### src/sv/tesp_pkg.sv
`timescale 1ns / 1ps
// ----------------------------------------------------------------------------
// tesp_pkg
// Shared constants and types for the tree entry stream parser.
// ----------------------------------------------------------------------------
package tesp_pkg;

    localparam int unsigned DefHashBytes = 20;

    localparam int unsigned ByteW   = 8;
    localparam int unsigned KindW   = 3;
    localparam int unsigned HidxW   = 5;
    localparam int unsigned StatusW = 2;
    localparam int unsigned ModeCntW = 3;

    localparam logic [KindW-1:0] KIND_MODE  = 3'd0;
    localparam logic [KindW-1:0] KIND_SPACE = 3'd1;
    localparam logic [KindW-1:0] KIND_NAME  = 3'd2;
    localparam logic [KindW-1:0] KIND_NUL   = 3'd3;
    localparam logic [KindW-1:0] KIND_HASH  = 3'd4;

    localparam logic [StatusW-1:0] ST_OK       = 2'd0;
    localparam logic [StatusW-1:0] ST_END_MODE = 2'd1;
    localparam logic [StatusW-1:0] ST_END_NAME = 2'd2;
    localparam logic [StatusW-1:0] ST_SHORT    = 2'd3;

    localparam logic [ByteW-1:0] CHAR_SPACE = 8'h20;
    localparam logic [ByteW-1:0] CHAR_NUL   = 8'h00;

    localparam logic [ModeCntW-1:0] TREE_MODE_LEN  = 3'd5;
    localparam logic [ModeCntW-1:0] MODE_COUNT_SAT = 3'd6;

    // Width of the packed result word on the output stream, padded to bytes.
    localparam int unsigned ResBits  = ByteW + HidxW + 1 + 1 + StatusW;
    localparam int unsigned TdataOutW = ((ResBits + 7) / 8) * 8;

    typedef struct packed {
        logic [KindW-1:0]   field_kind;
        logic [ByteW-1:0]   byte_value;
        logic [HidxW-1:0]   hash_index;
        logic               entry_done;
        logic               entry_is_tree;
        logic [StatusW-1:0] parse_status;
    } tesp_result_t;

    // Expected character of the tree mode "40000" at a given position.
    function automatic logic [ByteW-1:0] tree_mode_char(input logic [ModeCntW-1:0] pos);
        logic [ByteW-1:0] ch;
        case (pos)
            3'd0:    ch = 8'h34;
            3'd1:    ch = 8'h30;
            3'd2:    ch = 8'h30;
            3'd3:    ch = 8'h30;
            3'd4:    ch = 8'h30;
            default: ch = 8'h00;
        endcase
        return ch;
    endfunction

endpackage

### src/sv/tree_entry_stream_parser_top.sv
`timescale 1ns / 1ps
// ----------------------------------------------------------------------------
// tree_entry_stream_parser_top
// Byte-serial parser that tags each byte of a tree object body.
// ----------------------------------------------------------------------------
// The body enters one byte per transfer on the s_ stream; s_tlast marks the
// final byte of a body. Every accepted byte yields exactly one result
// transfer on the m_ stream, carrying the role of the byte (m_tuser), the
// byte itself, its index within the hash, an entry-complete flag, a tree
// flag and the end-of-body status (m_tdata).
// A byte that is accepted is registered in the result register and offered
// on m_ in the following cycle. Throughput is one byte per cycle while the
// receiver keeps m_tready high.
// The result register lets a new byte be accepted in the same cycle in which
// the waiting result is taken. While the receiver holds m_tready low with a
// result pending, s_tready drops and the result stays stable.
// Synchronous reset clears the output valid flag and returns the parser to
// the start of an entry. A byte with s_tlast also returns it there, so the
// next body may follow directly.
// ----------------------------------------------------------------------------
module tree_entry_stream_parser_top
    import tesp_pkg::*;
#(
    parameter int unsigned HASH_BYTES = DefHashBytes
) (
    input  logic                 aclk,
    input  logic                 aresetn,
    input  logic                 s_tvalid,
    output logic                 s_tready,
    input  logic [ByteW-1:0]     s_tdata,   // [7:0] content_byte
    input  logic                 s_tlast,   // last_byte
    output logic                 m_tvalid,
    input  logic                 m_tready,
    // [7:0] byte_value, [12:8] hash_index, [13] entry_done,
    // [14] entry_is_tree, [16:15] parse_status, upper bits zero
    output logic [TdataOutW-1:0] m_tdata,
    output logic [KindW-1:0]     m_tuser    // [2:0] field_kind
);

    logic         in_fire;
    tesp_result_t cls_res;
    tesp_result_t out_res;

    assign in_fire = s_tvalid && s_tready;

    tesp_classifier #(
        .HASH_BYTES(HASH_BYTES)
    ) u_classifier (
        .aclk    (aclk),
        .aresetn (aresetn),
        .in_fire (in_fire),
        .in_byte (s_tdata),
        .in_last (s_tlast),
        .res     (cls_res)
    );

    tesp_out_stage u_out_stage (
        .aclk      (aclk),
        .aresetn   (aresetn),
        .in_valid  (s_tvalid),
        .in_ready  (s_tready),
        .in_res    (cls_res),
        .out_valid (m_tvalid),
        .out_ready (m_tready),
        .out_res   (out_res)
    );

    assign m_tuser = out_res.field_kind;
    assign m_tdata = TdataOutW'({out_res.parse_status, out_res.entry_is_tree,
                                 out_res.entry_done, out_res.hash_index,
                                 out_res.byte_value});

endmodule

### src/sv/tesp_classifier.sv
`timescale 1ns / 1ps
// ----------------------------------------------------------------------------
// tesp_classifier
// Tags each byte with its role in the entry and keeps the parse state.
// ----------------------------------------------------------------------------
module tesp_classifier
    import tesp_pkg::*;
#(
    parameter int unsigned HASH_BYTES = DefHashBytes
) (
    input  logic             aclk,
    input  logic             aresetn,
    input  logic             in_fire,
    input  logic [ByteW-1:0] in_byte,
    input  logic             in_last,
    output tesp_result_t     res
);

    localparam int unsigned CntW = $clog2(HASH_BYTES + 1);
    localparam logic [CntW:0] HashEnd = (CntW + 1)'(HASH_BYTES);

    typedef enum logic [1:0] {
        PH_MODE = 2'd0,
        PH_NAME = 2'd1,
        PH_HASH = 2'd2
    } phase_t;

    phase_t              phase_reg, phase_next;
    logic                match_reg, match_next;
    logic [ModeCntW-1:0] mode_cnt_reg, mode_cnt_next;
    logic [CntW-1:0]     hash_cnt_reg, hash_cnt_next;
    logic [CntW:0]       hash_cnt_inc;
    logic                tree_flag;

    assign hash_cnt_inc = {1'b0, hash_cnt_reg} + 1'b1;
    assign tree_flag    = match_reg && (mode_cnt_reg == TREE_MODE_LEN);

    always_comb begin
        phase_next    = phase_reg;
        match_next    = match_reg;
        mode_cnt_next = mode_cnt_reg;
        hash_cnt_next = hash_cnt_reg;
        res.field_kind    = KIND_MODE;
        res.byte_value    = in_byte;
        res.hash_index    = '0;
        res.entry_done    = 1'b0;
        res.entry_is_tree = 1'b0;
        res.parse_status  = ST_OK;
        case (phase_reg)
            PH_NAME: begin
                if (in_byte == CHAR_NUL) begin
                    res.field_kind = KIND_NUL;
                    phase_next     = PH_HASH;
                    hash_cnt_next  = '0;
                    if (in_last) begin
                        res.entry_done    = 1'b1;
                        res.entry_is_tree = tree_flag;
                        res.parse_status  = ST_SHORT;
                    end
                end else begin
                    res.field_kind = KIND_NAME;
                    if (in_last) begin
                        res.parse_status = ST_END_NAME;
                    end
                end
            end
            PH_HASH: begin
                res.field_kind = KIND_HASH;
                res.hash_index = HidxW'(hash_cnt_reg);
                hash_cnt_next  = hash_cnt_inc[CntW-1:0];
                if (hash_cnt_inc >= HashEnd) begin
                    res.entry_done    = 1'b1;
                    res.entry_is_tree = tree_flag;
                    phase_next        = PH_MODE;
                    match_next        = 1'b1;
                    mode_cnt_next     = '0;
                    hash_cnt_next     = '0;
                end else if (in_last) begin
                    res.entry_done    = 1'b1;
                    res.entry_is_tree = tree_flag;
                    res.parse_status  = ST_SHORT;
                end
            end
            default: begin
                if (in_byte == CHAR_SPACE) begin
                    res.field_kind = KIND_SPACE;
                    phase_next     = PH_NAME;
                    if (in_last) begin
                        res.parse_status = ST_END_NAME;
                    end
                end else begin
                    res.field_kind = KIND_MODE;
                    if (mode_cnt_reg >= TREE_MODE_LEN ||
                        in_byte != tree_mode_char(mode_cnt_reg)) begin
                        match_next = 1'b0;
                    end
                    if (mode_cnt_reg < MODE_COUNT_SAT) begin
                        mode_cnt_next = mode_cnt_reg + 1'b1;
                    end
                    if (in_last) begin
                        res.parse_status = ST_END_MODE;
                    end
                end
            end
        endcase
        if (in_last) begin
            phase_next    = PH_MODE;
            match_next    = 1'b1;
            mode_cnt_next = '0;
            hash_cnt_next = '0;
        end
    end

    always_ff @(posedge aclk) begin
        if (!aresetn) begin
            phase_reg    <= PH_MODE;
            match_reg    <= 1'b1;
            mode_cnt_reg <= '0;
            hash_cnt_reg <= '0;
        end else if (in_fire) begin
            phase_reg    <= phase_next;
            match_reg    <= match_next;
            mode_cnt_reg <= mode_cnt_next;
            hash_cnt_reg <= hash_cnt_next;
        end
    end

`ifndef SYNTH
    a_last_restarts: assert property (@(posedge aclk) disable iff (!aresetn)
        in_fire && in_last |=> phase_reg == PH_MODE && match_reg && mode_cnt_reg == '0
                               && hash_cnt_reg == '0)
        else $error("State not restarted after the final byte of a body.");

    a_tree_needs_done: assert property (@(posedge aclk) disable iff (!aresetn)
        res.entry_is_tree |-> res.entry_done)
        else $error("Tree flag raised without a completed entry.");

    a_hash_cnt_range: assert property (@(posedge aclk) disable iff (!aresetn)
        {1'b0, hash_cnt_reg} < HashEnd)
        else $error("Hash byte count reached the hash length.");

    a_mode_cnt_sat: assert property (@(posedge aclk) disable iff (!aresetn)
        mode_cnt_reg <= MODE_COUNT_SAT)
        else $error("Mode character count passed its saturation value.");
`endif

endmodule

### src/sv/tesp_out_stage.sv
`timescale 1ns / 1ps
// ----------------------------------------------------------------------------
// tesp_out_stage
// Result register between the classifier and the output stream.
// ----------------------------------------------------------------------------
module tesp_out_stage
    import tesp_pkg::*;
(
    input  logic         aclk,
    input  logic         aresetn,
    input  logic         in_valid,
    output logic         in_ready,
    input  tesp_result_t in_res,
    output logic         out_valid,
    input  logic         out_ready,
    output tesp_result_t out_res
);

    logic         valid_reg;
    tesp_result_t res_reg;

    assign in_ready  = !valid_reg || out_ready;
    assign out_valid = valid_reg;
    assign out_res   = res_reg;

    always_ff @(posedge aclk) begin
        if (!aresetn) begin
            valid_reg <= 1'b0;
        end else if (in_ready) begin
            valid_reg <= in_valid;
        end
    end

    always_ff @(posedge aclk) begin
        if (in_ready && in_valid) begin
            res_reg <= in_res;
        end
    end

endmodule

### config.mk
export PLATFORM = sky130hd
export DESIGN_NAME = tree_entry_stream_parser_top
export DESIGN_NICKNAME = d
export VERILOG_FILES = /design/src/sv/tesp_pkg.sv /design/src/sv/tree_entry_stream_parser_top.sv /design/src/sv/tesp_classifier.sv /design/src/sv/tesp_out_stage.sv
export SDC_FILE = /design/constraint.sdc
export NUM_CORES = 1
export LEC_CHECK = 0
export BUFFER_PORTS_ARGS = -buffer_cell sky130_fd_sc_hd__buf_4
export CORE_MARGIN = 4
export CORE_UTILIZATION = 50
export CTS_BUF_LIST = sky130_fd_sc_hd__clkbuf_4 sky130_fd_sc_hd__clkbuf_8
export CTS_CLUSTER_SIZE = 8
export DETAILED_ROUTE_END_ITERATION = 10
export GPL_ROUTABILITY_DRIVEN = 0
export GPL_TIMING_DRIVEN = 0
export PLACE_DENSITY = 0.75
export SLEW_MARGIN = 20
export SYNTH_ARGS = -nofsm -noshare
export SYNTH_HDL_FRONTEND = slang
export SYNTH_HIERARCHICAL = 1
export SYNTH_SLANG_ARGS = --single-unit
### constraint.sdc
create_clock -name aclk -period 4.35 [get_ports aclk]
set_input_delay 0.87 -clock aclk [delete_from_list [all_inputs] [get_ports aclk]]
set_output_delay 0.87 -clock aclk [all_outputs]
set_load 0.05 [all_outputs]
Word-level counts from Yosys, hierarchy flattened:

Index checks and enable logic that the tools add are counted.

* logic and storage cells: 81
* bits in registers: 32

* add/sub/neg operators: 2
* equal/unequal tests: 13
* muxes and demuxes: 35
* order comparisons: 3
* reductions and logical operators: 17

Operator list (count)
* $mux W2: 10
* $mux W8: 2
* $mux W5: 3
* $mux W3: 4
* $pmux W2 S2: 3
* $pmux W3 S2: 2
* $pmux W6 S2: 1
* $pmux W5 S2: 1
* $reduce_and A5 Y1: 2
* $reduce_bool A3 Y1: 3
* $eq A8 B6 Y1 const B: 1
* $logic_not A8 Y1: 1
* $ne A8 B8 Y1: 1
* $mux W1: 7
* $add A5 B1 Y6 const B: 1
* $eq A3 B2 Y1 const B: 2
* $eq A3 B3 Y1 const B: 2
* $ge A6 B5 Y1 const B: 1
* $ne A3 B2 Y1 const B: 2
* $mux W4: 1
* $reduce_and A4 Y1: 1
* $reduce_bool A4 Y1: 1
* $reduce_or A4 Y1: 1
* $add A3 B1 Y3 const B: 1
* 14 further kinds: 16

Logic depth before layout (Yosys ltp):

* word-level depth: 11
* gate-level depth with buffers: 8

Modules after synthesis:

Netlist, hierarchy kept.

By module, submodules not included
* tesp_classifier: area an instance 1056.0 um^2, times used 1, seq. area each 220.2 um^2, cells each 131
* tesp_out_stage: area an instance 658.1 um^2, times used 1, seq. area each 620.6 um^2, cells each 25
* tree_entry_stream_parser_top: area an instance 62.6 um^2, times used 1, seq. area each 0.0 um^2, cells each 9

Least setup slack after synthesis:

Ideal clock, no wire load.

* path type: input to register
* from: in s_tdata[0]
* to: reg u_classifier.phase_reg[1]
* stages: 5
* arrival time: 2197 ps
* path slack: 2083 ps
* library setup time: 70 ps
* path buffers: 0
* cells stage by stage: or4_4 -> and4bb_4 -> nor2b_2 -> nor4b_2 -> o2bb2ai_1

* word-level cells in the longest chain between the ends: 3

RTL lines
* start: declaration: RTL line tree_entry_stream_parser_top.sv:30 `input logic [ByteW-1:0] s_tdata,`
* $eq A8 B6 Y1 or $logic_not A8 Y1 (tied branches): RTL line tesp_classifier.sv:85, tesp_classifier.sv:51
* $reduce_bool A4 Y1 (no line) or $ne A3 B2 Y1 (tied branches)
* $reduce_and A4 Y1 (no line) *
* end signal: assignment: RTL line tesp_classifier.sv:121 `phase_reg <= phase_next;`
* end: declaration: RTL line tesp_classifier.sv:28 `phase_t phase_reg, phase_next;`

Mark *: on every way between the ends. The rest lies on a longest branch, timed or not.
A chain may end at the register's enable or synchronous reset.

Worst setup path after layout:

* from: in s_tdata[0]
* to: reg u_classifier.phase_reg[0]

Same word-level chain as after synthesis.

==> impl_metrics.yaml <==
logic_synthesis:
  yosys.cell_count.top_type: "sky130_fd_sc_hd__edfxtp_1"
  synth_area_leaders: "sky130_fd_sc_hd__edfxtp_1 34%, sky130_fd_sc_hd__dfxtp_1 14%, sky130_fd_sc_hd__buf_4 6.3%"
  synthesis.yosys.warnings: 6
  synth_mux_area_share_pct: 0
  synthFlopType: "sky130_fd_sc_hd__edfxtp_1"
  post_synth_inst_count: 165
  ys_seq_area_share_pct: 47.3
  async_reset_ff_share_pct: 0
  synth.distinct_cells: 54
  cell_accounting_for_the_most_synthesized_area: "sky130_fd_sc_hd__edfxtp_1"
  combined_area_of_all_synthesized_cells_um2: 1780
  synth-edff-count: 20
  synth_top_family_by_area: "simple AND/OR/NAND/NOR gates"
  synth_simple_gate_area_share_pct: 21.2
  leading_cell_types_by_count_after_synthesis: "20 x sky130_fd_sc_hd__edfxtp_1, 15 x sky130_fd_sc_hd__buf_4, 12 x sky130_fd_sc_hd__dfxtp_1"
  fraction_of_the_mapped_netlist_area_in_compound_gates_pct: 16.7
  yosys.area.top_type_share_pct: 33.8
  synth.ff_latch_count: 32
  synthesis.area_per_instance_um2: 10.8
  synth-adder-area-share_pct: 5.63
  synth-xor-area-share_pct: 0.493
final_layout:
  synthToLayoutAreaGrowth_pct: 22.3
  final_nets: 233
  antennaDiodeCount: 0
  largest_register_ffs: 20
  final.fill_count: 289
  post_route_cells_drive_above_1_share_pct: 34.7
power:
  p_leak_uw: 0.000885
  seqPwrFrac_pct: 52.7
  cellPowerDensity_nw_per_um2: 296
  power.net_switching_uw: 191
  clock_power_share_pct: 28.0
  power.combinational.fraction_pct: 19.3
  max-vdd-ir-drop_v: 0.000162
  power_report.internal_total_uw: 453
  swShare_pct: 29.7
sta:
  max_slew.worst_pin.slew_ps: 555
  holdWs_ps: 494
  final.period_utilization_pct: 52.0
  clock_tree_skew_after_final_layout_ps: 9.04
  number_of_setup_violations_in_the_final_report: 0
  setup_tns_ps: 0
  finalHoldViolations: 0
  pins_over_slew_limit: 0
  clock.fmax_mhz: 442
  grt_setup_unrepaired: "no"
  slew_headroom_pct: 62.7
  min_period_ps: 2260
routing:
  route.vias.total: 1382
  post_drt_via_cell_ratio: 5.34
  initialDrtViolationCount: 103
  wl_um: 3660
  wl_per_cell_um: 14.1
  firstDrtPassIters: 4
  remaining_drc_errors: 0
  antenna_left: 0
clock_network:
  post_cts_hold_buffer_count: 0
  insertion_delay_ps: 340
  postCtsResizedCells: 0
  cts_buffer_depth: 2
  cts_root_buf: "sky130_fd_sc_hd__clkbuf_4"
  postCtsSetupRepairBufs: 0
  tritoncts_clock_tree: "built"
  clk_transition_reported_paths_ps: 90
  number_of_clock_sinks: 32
  cts_max_level: 2
  cts_buffers: 5
placed_design:
  numPortBuffers: 34
  post-dp-hpwl_um: 2810
worst_hold_path:
  timing.hold.worst.class: "register to register"
  hold_depth: 2
floorplan:
  die_width_um: 67.6
  initial_core_utilization_pct: 52.4
  design.core.area_um2: 3390
  die_height_um: 67.6
  io_pins: 42
  placementRows: 21
  design.die.area_um2: 4570
critical_path:
  critical_path.startpoint_type: "primary input"
  crit_path_end_kind: "register"
  timing.setup.critical_path_class: "primary input to register"
  timing.reg2reg.worst_path_depth: 7
  path_max_fanout: 5
  worst_ep_required_time_ps: 4580
  arrival_ps: 2500
flow_run:
  max-cap-violations: 0
global_routing:
  globalRouteOverflowTotal: 0
  grt_first_pass_wirelength_um: 5780
  vias_in_the_first_global_route: 1311
  combined_global_route_utilization_of_all_metal_layers_pct: 17.2
  grt_max_degree: 21
  grt_antenna_before_repair: 0
outcome:
  run_status: "complete, no violations"
cell families (layout without fill, tap and decap cells):
group / count (synthesis) / count (layout)
fa+ha+maj: 8 / 8
buf+inv: 25 / 67
simple gates: 60 / 60
xor+xnor: 1 / 1
compound gates: 38 / 38
flops: 32 / 32
other cells: 1 / 7
cells in the final DEF, fill, tap and decap left out, types with 2 or more instances in the layout:
cell type,Yosys,layout
sky130_fd_sc_hd__a211oi_1,2,2
sky130_fd_sc_hd__a21oi_1,8,8
sky130_fd_sc_hd__and2_1,7,7
sky130_fd_sc_hd__and3_1,2,2
sky130_fd_sc_hd__buf_4,15,49
sky130_fd_sc_hd__clkbuf_1,3,3
sky130_fd_sc_hd__clkbuf_4,0,5
sky130_fd_sc_hd__clkinv_2,0,2
sky130_fd_sc_hd__conb_1,1,7
sky130_fd_sc_hd__dfxtp_1,12,12
sky130_fd_sc_hd__edfxtp_1,20,20
sky130_fd_sc_hd__ha_1,8,8
sky130_fd_sc_hd__inv_1,7,7
sky130_fd_sc_hd__nand2_1,10,10
sky130_fd_sc_hd__nand2b_1,2,2
sky130_fd_sc_hd__nand3_1,5,5
sky130_fd_sc_hd__nor2_1,6,6
sky130_fd_sc_hd__nor3_1,8,8
sky130_fd_sc_hd__o2111ai_1,2,2
sky130_fd_sc_hd__o21ai_0,8,8
sky130_fd_sc_hd__o22ai_1,3,3
sky130_fd_sc_hd__or3_1,2,2
area by class of cell:
cell class	count	area [µm²]	share of cell area, %
sequential	32	841	38.7
inverter	7	26.3	1.21
buffer	18	124	5.70
clock inverter	2	10.0	0.461
timing repair buffer	34	255	11.7
multi-input combinational	114	808	37.2
clock buffer	6	51.3	2.36
tap	46	57.6	2.65
power by group through the flow:
stage,Sequential (µW),Combinational (µW),Clock (µW)
after floorplan,382,51.8,0
after global placement,346,122,0
after detailed placement,347,125,0
after CTS,340,125,183
after global routing,341,132,202
final,339,125,180
critical path: stages:
cell and delay, ps:
sky130_fd_sc_hd__buf_4 110, sky130_fd_sc_hd__or4_4 580, sky130_fd_sc_hd__o311ai_4 300, sky130_fd_sc_hd__o211ai_2 190, sky130_fd_sc_hd__a21oi_1 220, sky130_fd_sc_hd__and3b_1 220
metal layers:
| metal | vias up | wire (µm) | global-route usage (%) |
|---|---|---|---|
| li1 | 684 | - | - |
| met1 | 635 | 1390 | 18.7 |
| met2 | 57 | 1890 | 30.7 |
| met3 | 6 | 323 | 5.16 |
| met4 | 0 | 57 | 6.84 |
| met5 | - | 0 | 0 |
final timing paths:
path / start / end / slack [ps]
worst max-delay path: s_tdata[0] / u_classifier/phase_reg[0] / 2090
worst min-delay path: u_classifier/phase_reg[1] / u_classifier/phase_reg[1] / 490
worst max register to register: u_classifier/phase_reg[1] / u_out_stage/out_res[2] / 2190
worst min register to register: u_classifier/phase_reg[1] / u_classifier/phase_reg[1] / 490
metrics by stage:
stage          setup slack [ps]  area [µm²]  instances  util, %  power (µW)
3_5_place_dp               1750        2110        251     62.3         471
4_1_cts                    2110        2170        259     64.1         648
5_1_grt                    2000        2170        259     64.1         675
6_report                   2090        2170        259     64.1         644
3_3_place_gp               1820        2110        251     62.3         468
2_1_floorplan              2080        1800        171        -         434
Note: power is estimated with default switching activity, not from simulation.
